File: src/hdl/ddpi_pkg.sv
// shared types, constants and the cordic angle table of the pose integrator
`timescale 1ns / 1ps
`default_nettype none

package ddpi_pkg;

  localparam int unsigned CORDIC_STEPS_DEF = 16;

  localparam logic [15:0]        STEP_TIME_RESET     = 16'd2621;
  localparam logic signed [31:0] START_X_RESET       = 32'sd0;
  localparam logic signed [31:0] START_Y_RESET       = 32'sd0;
  localparam logic [15:0]        START_HEADING_RESET = 16'd0;

  // start vector of the rotation, q2.30, pre-scaled by the inverse gain
  localparam logic signed [32:0] CORDIC_X0 = 33'sd652032874;

  typedef enum logic [1:0] {
    OP_TICK    = 2'd0,
    OP_RESET   = 2'd1,
    OP_PAUSE   = 2'd2,
    OP_UNPAUSE = 2'd3
  } opcode_e;

  typedef enum logic [1:0] {
    REG_STEP_TIME     = 2'd0,
    REG_START_X       = 2'd1,
    REG_START_Y       = 2'd2,
    REG_START_HEADING = 2'd3
  } reg_idx_e;

  typedef enum logic [2:0] {
    ST_IDLE,
    ST_VDT,
    ST_ROT,
    ST_MUL_X,
    ST_MUL_Y,
    ST_MUL_H,
    ST_ADD_H,
    ST_EMIT
  } state_e;

  // atan(2^-i), 2^32 per turn
  function automatic logic [31:0] atan_angle(input logic [4:0] idx);
    logic [31:0] a;
    case (idx)
      5'd0:    a = 32'h20000000;
      5'd1:    a = 32'h12E4051E;
      5'd2:    a = 32'h09FB385B;
      5'd3:    a = 32'h051111D4;
      5'd4:    a = 32'h028B0D43;
      5'd5:    a = 32'h0145D7E1;
      5'd6:    a = 32'h00A2F61E;
      5'd7:    a = 32'h00517C55;
      5'd8:    a = 32'h0028BE53;
      5'd9:    a = 32'h00145F2F;
      5'd10:   a = 32'h000A2F98;
      5'd11:   a = 32'h000517CC;
      5'd12:   a = 32'h00028BE6;
      5'd13:   a = 32'h000145F3;
      5'd14:   a = 32'h0000A2FA;
      5'd15:   a = 32'h0000517D;
      5'd16:   a = 32'h000028BE;
      5'd17:   a = 32'h0000145F;
      5'd18:   a = 32'h00000A30;
      5'd19:   a = 32'h00000518;
      5'd20:   a = 32'h0000028C;
      5'd21:   a = 32'h00000146;
      5'd22:   a = 32'h000000A3;
      5'd23:   a = 32'h00000051;
      default: a = 32'h00000000;
    endcase
    return a;
  endfunction

endpackage

`default_nettype wire

File: src/hdl/diff_drive_pose_integrator_core.sv
// top level of the differential-drive dead-reckoning pose integrator
// usage:
//   input channel (in_valid_i / in_ready_o) takes one request per item:
//   tick, reset pose, pause or unpause. reset pose, pause, unpause and a
//   paused tick finish in the cycle they are accepted and give no result.
//   a tick that is not paused gives one pose on the output channel
//   (out_valid_o / out_ready_i). a tick right after a reset pose emits the
//   loaded pose with no cordic run; otherwise the tick takes v*dt, runs the
//   cordic loop of one iteration a cycle, then forms the x, y and heading
//   products on the single 32x32 multiplier, used four times in all.
//   in_ready_o is low while a tick is being worked on, so a new tick is
//   taken only once the last one is done.
//   the result sits in an output register; a stalled receiver holds it,
//   and a finished tick waits for that register to free up.
//   the user writes step_time and the start pose over apb only while idle;
//   the block does not enforce this. start values never reach the pose.
//   reset: async active low, the pose loads the start values' reset
//   values, pause and pending-reset marks clear, no result is pending.
`timescale 1ns / 1ps
`default_nettype none

module diff_drive_pose_integrator_core import ddpi_pkg::*; #(
  parameter int unsigned CORDIC_STEPS = CORDIC_STEPS_DEF
) (
  input  wire logic               clk_i,
  input  wire logic               rst_ni,
  input  wire logic               in_valid_i,
  output logic                    in_ready_o,
  input  wire logic [1:0]         opcode_i,
  input  wire logic signed [15:0] speed_i,
  input  wire logic signed [23:0] turn_rate_i,
  input  wire logic signed [31:0] new_x_i,
  input  wire logic signed [31:0] new_y_i,
  input  wire logic [15:0]        new_heading_i,
  output logic                    out_valid_o,
  input  wire logic               out_ready_i,
  output logic signed [31:0]      pose_x_o,
  output logic signed [31:0]      pose_y_o,
  output logic [15:0]             pose_heading_o,
  input  wire logic               psel,
  input  wire logic               penable,
  input  wire logic               pwrite,
  input  wire logic [3:0]         paddr,
  input  wire logic [31:0]        pwdata,
  output logic [31:0]             prdata,
  output logic                    pready
);

  localparam logic signed [63:0] RND_XY = 64'sd137438953472;
  localparam logic signed [63:0] RND_H  = 64'sd32768;

  state_e state_q, state_d;

  logic [15:0]        step_time_q;
  logic signed [31:0] start_x_q, start_y_q;
  logic [15:0]        start_heading_q;

  logic signed [31:0] x_q, y_q;
  logic [15:0]        h_q;
  logic               pending_q, paused_q;

  logic signed [15:0] speed_q;
  logic signed [23:0] turn_q;
  logic signed [31:0] vdt_q;
  logic signed [63:0] prod_q;

  logic               out_valid_q;
  logic signed [31:0] out_x_q, out_y_q;
  logic [15:0]        out_h_q;

  logic               in_acc, cfg_wr, cordic_start, cordic_done, mul_en, emit;
  opcode_e            op;
  reg_idx_e           cfg_idx;
  logic signed [31:0] mul_a, mul_b, cos_v, sin_v;
  logic signed [63:0] prod, rnd_xy, rnd_h;

  assign op      = opcode_e'(opcode_i);
  assign cfg_idx = reg_idx_e'(paddr[3:2]);
  assign pready  = 1'b1;
  assign cfg_wr  = psel & penable & pwrite & pready;
  assign in_acc  = in_valid_i & in_ready_o;

  // configuration registers
  always_ff @(posedge clk_i or negedge rst_ni) begin
    if (!rst_ni) begin
      step_time_q     <= STEP_TIME_RESET;
      start_x_q       <= START_X_RESET;
      start_y_q       <= START_Y_RESET;
      start_heading_q <= START_HEADING_RESET;
    end else if (cfg_wr) begin
      unique case (cfg_idx)
        REG_STEP_TIME:     step_time_q     <= pwdata[15:0];
        REG_START_X:       start_x_q       <= pwdata;
        REG_START_Y:       start_y_q       <= pwdata;
        REG_START_HEADING: start_heading_q <= pwdata[15:0];
      endcase
    end
  end

  always_comb begin
    unique case (cfg_idx)
      REG_STEP_TIME:     prdata = {16'b0, step_time_q};
      REG_START_X:       prdata = start_x_q;
      REG_START_Y:       prdata = start_y_q;
      REG_START_HEADING: prdata = {16'b0, start_heading_q};
    endcase
  end

  // next state
  always_comb begin
    state_d = state_q;
    unique case (state_q)
      ST_IDLE: begin
        if (in_acc && op == OP_TICK && !paused_q) begin
          state_d = pending_q ? ST_EMIT : ST_VDT;
        end
      end
      ST_VDT:   state_d = ST_ROT;
      ST_ROT:   if (cordic_done) state_d = ST_MUL_X;
      ST_MUL_X: state_d = ST_MUL_Y;
      ST_MUL_Y: state_d = ST_MUL_H;
      ST_MUL_H: state_d = ST_ADD_H;
      ST_ADD_H: state_d = ST_EMIT;
      ST_EMIT:  if (!out_valid_q || out_ready_i) state_d = ST_IDLE;
      default:  state_d = ST_IDLE;
    endcase
  end

  // control outputs and multiplier operand select
  always_comb begin
    in_ready_o   = 1'b0;
    cordic_start = 1'b0;
    mul_en       = 1'b0;
    emit         = 1'b0;
    mul_a        = '0;
    mul_b        = '0;
    unique case (state_q)
      ST_IDLE: begin
        in_ready_o   = 1'b1;
        cordic_start = in_acc && op == OP_TICK && !paused_q && !pending_q;
      end
      ST_VDT: begin
        mul_en = 1'b1;
        mul_a  = 32'(speed_q);
        mul_b  = {16'b0, step_time_q};
      end
      ST_MUL_X: begin
        mul_en = 1'b1;
        mul_a  = cos_v;
        mul_b  = vdt_q;
      end
      ST_MUL_Y: begin
        mul_en = 1'b1;
        mul_a  = sin_v;
        mul_b  = vdt_q;
      end
      ST_MUL_H: begin
        mul_en = 1'b1;
        mul_a  = 32'(turn_q);
        mul_b  = {16'b0, step_time_q};
      end
      ST_EMIT: emit = !out_valid_q || out_ready_i;
      default: ;
    endcase
  end

  assign prod   = mul_a * mul_b;
  assign rnd_xy = prod_q + RND_XY;
  assign rnd_h  = prod_q + RND_H;

  ddpi_cordic #(
    .STEPS(CORDIC_STEPS)
  ) u_cordic (
    .clk_i    (clk_i),
    .rst_ni   (rst_ni),
    .start_i  (cordic_start),
    .heading_i(h_q),
    .done_o   (cordic_done),
    .cos_o    (cos_v),
    .sin_o    (sin_v)
  );

  // pose state and control flags
  always_ff @(posedge clk_i or negedge rst_ni) begin
    if (!rst_ni) begin
      state_q     <= ST_IDLE;
      x_q         <= START_X_RESET;
      y_q         <= START_Y_RESET;
      h_q         <= START_HEADING_RESET;
      pending_q   <= 1'b0;
      paused_q    <= 1'b0;
      out_valid_q <= 1'b0;
    end else begin
      state_q <= state_d;
      if (in_acc) begin
        case (op)
          OP_RESET: begin
            x_q       <= new_x_i;
            y_q       <= new_y_i;
            h_q       <= new_heading_i;
            pending_q <= 1'b1;
          end
          OP_PAUSE:   paused_q <= 1'b1;
          OP_UNPAUSE: paused_q <= 1'b0;
          default:    if (!paused_q) pending_q <= 1'b0;
        endcase
      end
      // products arrive one state after their operands
      if (state_q == ST_MUL_Y) x_q <= x_q + 32'(rnd_xy >>> 38);
      if (state_q == ST_MUL_H) y_q <= y_q + 32'(rnd_xy >>> 38);
      if (state_q == ST_ADD_H) h_q <= h_q + rnd_h[31:16];
      if (emit) begin
        out_valid_q <= 1'b1;
      end else if (out_ready_i) begin
        out_valid_q <= 1'b0;
      end
    end
  end

  // datapath registers
  always_ff @(posedge clk_i) begin
    if (in_acc) begin
      speed_q <= speed_i;
      turn_q  <= turn_rate_i;
    end
    if (mul_en) prod_q <= prod;
    if (state_q == ST_ROT) vdt_q <= prod_q[31:0];
    if (emit) begin
      out_x_q <= x_q;
      out_y_q <= y_q;
      out_h_q <= h_q;
    end
  end

  assign out_valid_o    = out_valid_q;
  assign pose_x_o       = out_x_q;
  assign pose_y_o       = out_y_q;
  assign pose_heading_o = out_h_q;

endmodule

`default_nettype wire

File: src/hdl/ddpi_cordic.sv
// iterative rotation-mode cordic giving cos and sin of a binary-angle heading
`timescale 1ns / 1ps
`default_nettype none

module ddpi_cordic import ddpi_pkg::*; #(
  parameter int unsigned STEPS = CORDIC_STEPS_DEF
) (
  input  wire logic               clk_i,
  input  wire logic               rst_ni,
  input  wire logic               start_i,
  input  wire logic [15:0]        heading_i,
  output logic                    done_o,
  output logic signed [31:0]      cos_o,
  output logic signed [31:0]      sin_o
);

  localparam int unsigned IW = $clog2(STEPS);
  localparam logic [IW-1:0] LAST = IW'(STEPS - 1);
  localparam logic signed [32:0] QUARTER = 33'sd1073741824;
  localparam logic signed [32:0] HALF    = 33'sd2147483648;

  logic signed [32:0] x_q, y_q, z_q;
  logic               neg_q;
  logic [IW-1:0]      cnt_q;
  logic               run_q, done_q;

  logic signed [32:0] z_raw, z_fold;
  logic               neg_fold;
  logic signed [32:0] dx, dy, at;

  // fold the angle into the right half plane, undo by negating the results
  always_comb begin
    z_raw    = {heading_i[15], heading_i, 16'b0};
    z_fold   = z_raw;
    neg_fold = 1'b0;
    if (z_raw > QUARTER) begin
      z_fold   = z_raw - HALF;
      neg_fold = 1'b1;
    end else if (z_raw < -QUARTER) begin
      z_fold   = z_raw + HALF;
      neg_fold = 1'b1;
    end
  end

  assign dx = y_q >>> cnt_q;
  assign dy = x_q >>> cnt_q;
  assign at = {1'b0, atan_angle(5'(cnt_q))};

  always_ff @(posedge clk_i or negedge rst_ni) begin
    if (!rst_ni) begin
      run_q  <= 1'b0;
      done_q <= 1'b0;
      cnt_q  <= '0;
    end else if (start_i) begin
      run_q  <= 1'b1;
      done_q <= 1'b0;
      cnt_q  <= '0;
    end else if (run_q) begin
      cnt_q <= cnt_q + 1'b1;
      if (cnt_q == LAST) begin
        run_q  <= 1'b0;
        done_q <= 1'b1;
      end
    end
  end

  always_ff @(posedge clk_i) begin
    if (start_i) begin
      x_q   <= CORDIC_X0;
      y_q   <= '0;
      z_q   <= z_fold;
      neg_q <= neg_fold;
    end else if (run_q) begin
      if (!z_q[32]) begin
        x_q <= x_q - dx;
        y_q <= y_q + dy;
        z_q <= z_q - at;
      end else begin
        x_q <= x_q + dx;
        y_q <= y_q - dy;
        z_q <= z_q + at;
      end
    end
  end

  assign done_o = done_q;
  assign cos_o  = 32'(neg_q ? -x_q : x_q);
  assign sin_o  = 32'(neg_q ? -y_q : y_q);

endmodule

`default_nettype wire

File: config.mk
export PLATFORM = sky130hd
export DESIGN_NAME = diff_drive_pose_integrator_core
export DESIGN_NICKNAME = d
export VERILOG_FILES = /design/src/hdl/ddpi_pkg.sv /design/src/hdl/diff_drive_pose_integrator_core.sv /design/src/hdl/ddpi_cordic.sv
export SDC_FILE = /design/constraint.sdc
export NUM_CORES = 2
export LEC_CHECK = 0
export BUFFER_PORTS_ARGS = -buffer_cell sky130_fd_sc_hd__buf_2
export CORE_UTILIZATION = 23
export DETAILED_ROUTE_END_ITERATION = 10
export GPL_TIMING_DRIVEN = 0
export PLACE_DENSITY_LB_ADDON = 0.12
export SYNTH_ARGS = -nofsm -noshare
export SYNTH_HDL_FRONTEND = slang
export SYNTH_HIERARCHICAL = 1
export SYNTH_SLANG_ARGS = --single-unit
File: constraint.sdc
create_clock -name clk_i -period 25.7 [get_ports clk_i]
set_input_delay 7.71 -clock clk_i [delete_from_list [all_inputs] [get_ports clk_i]]
set_output_delay 7.71 -clock clk_i [all_outputs]
set_load 0.01 [all_outputs]
==> impl.org <==
** Timing
- The final max-slew violation count came to 6.
- Unrepaired setup endpoints after global routing :: no
- Maximum achievable frequency :: 56.62 MHz
- After layout, the worst path uses 68.72% of the clock period.
- Post-route setup TNS :: 0 ns
- Worst Skew :: ~0.06 ns
- Setup violations remaining at the end of the flow were counted as 0.
- Worst slew slack as a fraction of its limit :: -9.821%
- The worst path needs 17.66 ns of the cycle, external delays included.
- For the pin with the worst max-slew slack, the measured transition is around 1.6 ns.
- The number of hold violations in the final report was 0.

** Yosys
- Average cell area after synthesis :: 9.482 sq um
- Compound-cell area share of the yosys netlist :: 10.76%
- Number of different library cells in the post-synthesis netlist :: approximately 120
- Top cell type by total area after synthesis :: fa_1
- Post-Synthesis Cell Area :: 0.07137 sq mm
- Most used DFF post-synth :: edfxtp_1
- Of the total synthesized cell area, the portion taken by full adders, half adders and majority gates is 37.07%.
- Fraction of the yosys area taken by sequential cells :: about a fifth
- Counting every instance in the synthesized netlist gives 7527.
- Share of flip-flops with an asynchronous set or reset after synthesis :: ~38%
- Top post-synthesis cells by count :: fa_1 (1088), inv_1 (1041), nand2_1 (828)
- Fraction of the mapped netlist area in simple logic gates :: 12.71%
- Fraction of post-synthesis cell area in the top cell type by area :: 30.52%
- The Yosys step of the flow raised 6 warnings.
- By area, the combinational part of the netlist is dominated by adder cells.
- Synthesis-stage register bit count :: 499
- Summing the areas of all xor and xnor instances in the mapped netlist gives 4.921% of the synthesized area.
- Multiplexer fraction of the synthesized cell area :: 7.719%
- Post-synthesis net count :: 9154
- Number of flops mapped to enable cells by yosys :: between 200 and 250
- Yosys instantiated no cell more often than fa_1.
- Top cells by area in the synthesized netlist :: fa_1 (31%), edfxtp_1 (10%), ha_1 (6.6%), dfrtp_1 (6.3%), inv_1 (5.5%)

** Global routing
- Vias in the first global route :: 62040
- The number of antenna violations at the first check in global routing is 32.
- The first global-routing pass estimated 491600 um of wire.
- Grt ovf :: 0
- Entering global routing, the biggest net connects 101 pins.
- All-layer global routing usage :: 22.35%

** Floorplan
- Overall die area :: 0.3126 sq mm
- Io pins :: 280
- Once the floorplan was initialized, standard cells occupied 23.11% of the core.
- CORE AREA :: around 0.31 sq mm
- The die is approximately 560 um wide.
- The initialized floorplan defines roughly 200 standard-cell rows.
- From bottom edge to top edge, the die measures 559.1 um.

** Place
- Port buffering added 275 buffers.
- Post-placement cell area :: 0.07862 sq mm
- The congestion estimate from routability-driven global placement came to roughly 0.98.
- Once detailed placement completed, the half-perimeter wirelength came to 292500 um.
- In this run, placement finished with an instance count of between 10000 and 15000.

** Clocking
- Clock-pin slew was measured on the worst setup and hold paths at around 0.070 ns.
- The H-tree was split into 3 levels.
- In this run the clock root is driven by a clkbuf_16.
- Counting along the longest clock path gives a buffer depth of 4.
- TritonCTS clock tree :: done
- The number of clock buffers added by TritonCTS is 78.
- Gates resized during post-CTS repair numbered 0.
- At the later pin of the worst-skew pair, clock insertion delay measures 0.80 ns.
- For this design, the sink count on the clock tree is around 500.
- Count of buffers added by post-CTS timing repair for setup :: 0
- Hold repair after CTS inserted 0 buffers.

** Critical path
- Of all nets on the critical path, the largest fanout is 10.
- STA puts the critical path data required time at about 18 ns.
- Kind of start point of the critical path :: primary input
- The worst setup path is of the primary input to output port kind.
- For the worst setup path, the data arrival time is around 10 ns.
- STA classifies the critical path endpoint as an output port.

** Drt
- In this run, the number of DRC markers left after iteration 0 of detailed routing was 4979.
- The final layout contains routed wiring with a total length of 352400 um.
- After detailed routing, the average wire length per cell comes to 29.09 um.
- Vias per std cell :: slightly below 5
- Vias post-DR :: about 60000
- Total iterations of the first detailed-routing run :: 11
- DRT antenna net count :: 0
- In the routed design, unresolved DRC markers number 44.

** Min path
- Hold Path Class :: register to register

** Run status
- Result of the run :: finished with violations
- The final reports fail on design-rule violations, max-slew violations.

** Final layout
- Area Growth Syn to Fin :: 13.85%
- Number of cells in the finished layout apart from fillers :: 12110
- After the last flow step, the layout net total stands at 9549.
- Counting the fill cells in the layout gives 33390.
- In the final layout, the share of cells above drive strength 1 is around a tenth.
- Final std cell area, no fill :: 0.08126 sq mm

** Run
- The tool flagged a number of max-cap violations equal to 0.
[cell usage in the layout, fill, tap and decap left out, types with 111 or more instances in the layout]
| cell | Yosys | layout |
|---|---|---|
| fa_1 | 1088 | 1087 |
| ha_1 | 374 | 374 |
| mux2_2 | 144 | 144 |
| inv_1 | 1041 | 1039 |
| clkbuf_1 | 336 | 341 |
| edfxtp_1 | 245 | 245 |
| buf_2 | 20 | 297 |
| xor2_1 | 134 | 134 |
| mux2i_1 | 178 | 178 |
| dfrtp_1 | 181 | 181 |
| nand2_1 | 828 | 827 |
| xnor2_1 | 267 | 266 |
| o21ai_0 | 262 | 262 |
| a21o_1 | 111 | 111 |
| nor2_1 | 802 | 801 |
| a21oi_1 | 296 | 296 |
[cells by family after synthesis]
group,Yosys count
AO/OA/AOI/OAI,1169
XOR/XNOR,401
adder cells (fa/ha/maj),1462
buffers and inverters,1467
flip-flops,499
multiplexers,414
other,1
AND/OR/NAND/NOR,2114
[path summary, 6_finish.rpt]
path	from	endpoint	slack (ns)	depth (start not counted)
setup / recovery	paddr[3]	prdata[13]	8.04	5
hold / removal	prod_q[10]	vdt_q[10]	0.39	0
setup reg to reg	u_cordic/y_q[0]	prod_q[56]	11.85	36
hold reg to reg	prod_q[10]	vdt_q[10]	0.39	0
max in group asynchronous	rst_ni	start_heading_q[5]	17.55	3
min in group asynchronous	rst_ni	y_q[23]	6.72	1
[critical path: stages]
cell	delay, ns
buf_2	0.09
clkbuf_1	0.63
buf_1	0.73
mux4_2	0.62
buf_2	0.16
[per-stage QoR]
step	setup WS [ns]	util (%)	hold slack [ns]
2_1_floorplan	8.736	-	0.4003
3_3_place_gp	7.861	25.22	0.4011
3_5_place_dp	7.880	25.46	0.4054
4_1_cts	7.881	26.29	0.3970
5_1_grt	7.795	26.30	0.4127
6_report	8.038	26.31	0.3944
[layer usage]
| metal | track usage (%) | part of all wire (%) |
|---|---|---|
| met3 | 3.568 | 6.3 |
| met4 | 7.981 | 4.0 |
| met5 | 0 | 0.018 |
| met2 | 36.58 | 46 |
| met1 | 29.69 | 43 |
[layout make-up]
cell class,count,area [sq um],share of cell area [%]
clock buffer,102,2217,2.729
timing repair buffer,315,1938,2.385
buffer,421,1824,2.245
clock inverter,34,360.3,0.4435
multi-input combinational,5561,52400,64.49
inverter,1046,3926,4.832
tap,4120,5155,6.344
sequential,499,13390,16.48
antenna,16,40.04,0.04927
[sequential cells by signal, indices dropped and copies added (netlist names), 33 cells and up]
signal and cells:
prod_q 59, u_cordic/x_q 33, u_cordic/y_q 33, u_cordic/z_q 33
Power is left out: the tool's default activity adds up to more than one toggle a clock period on the data nets, which glitch-free logic cannot reach.
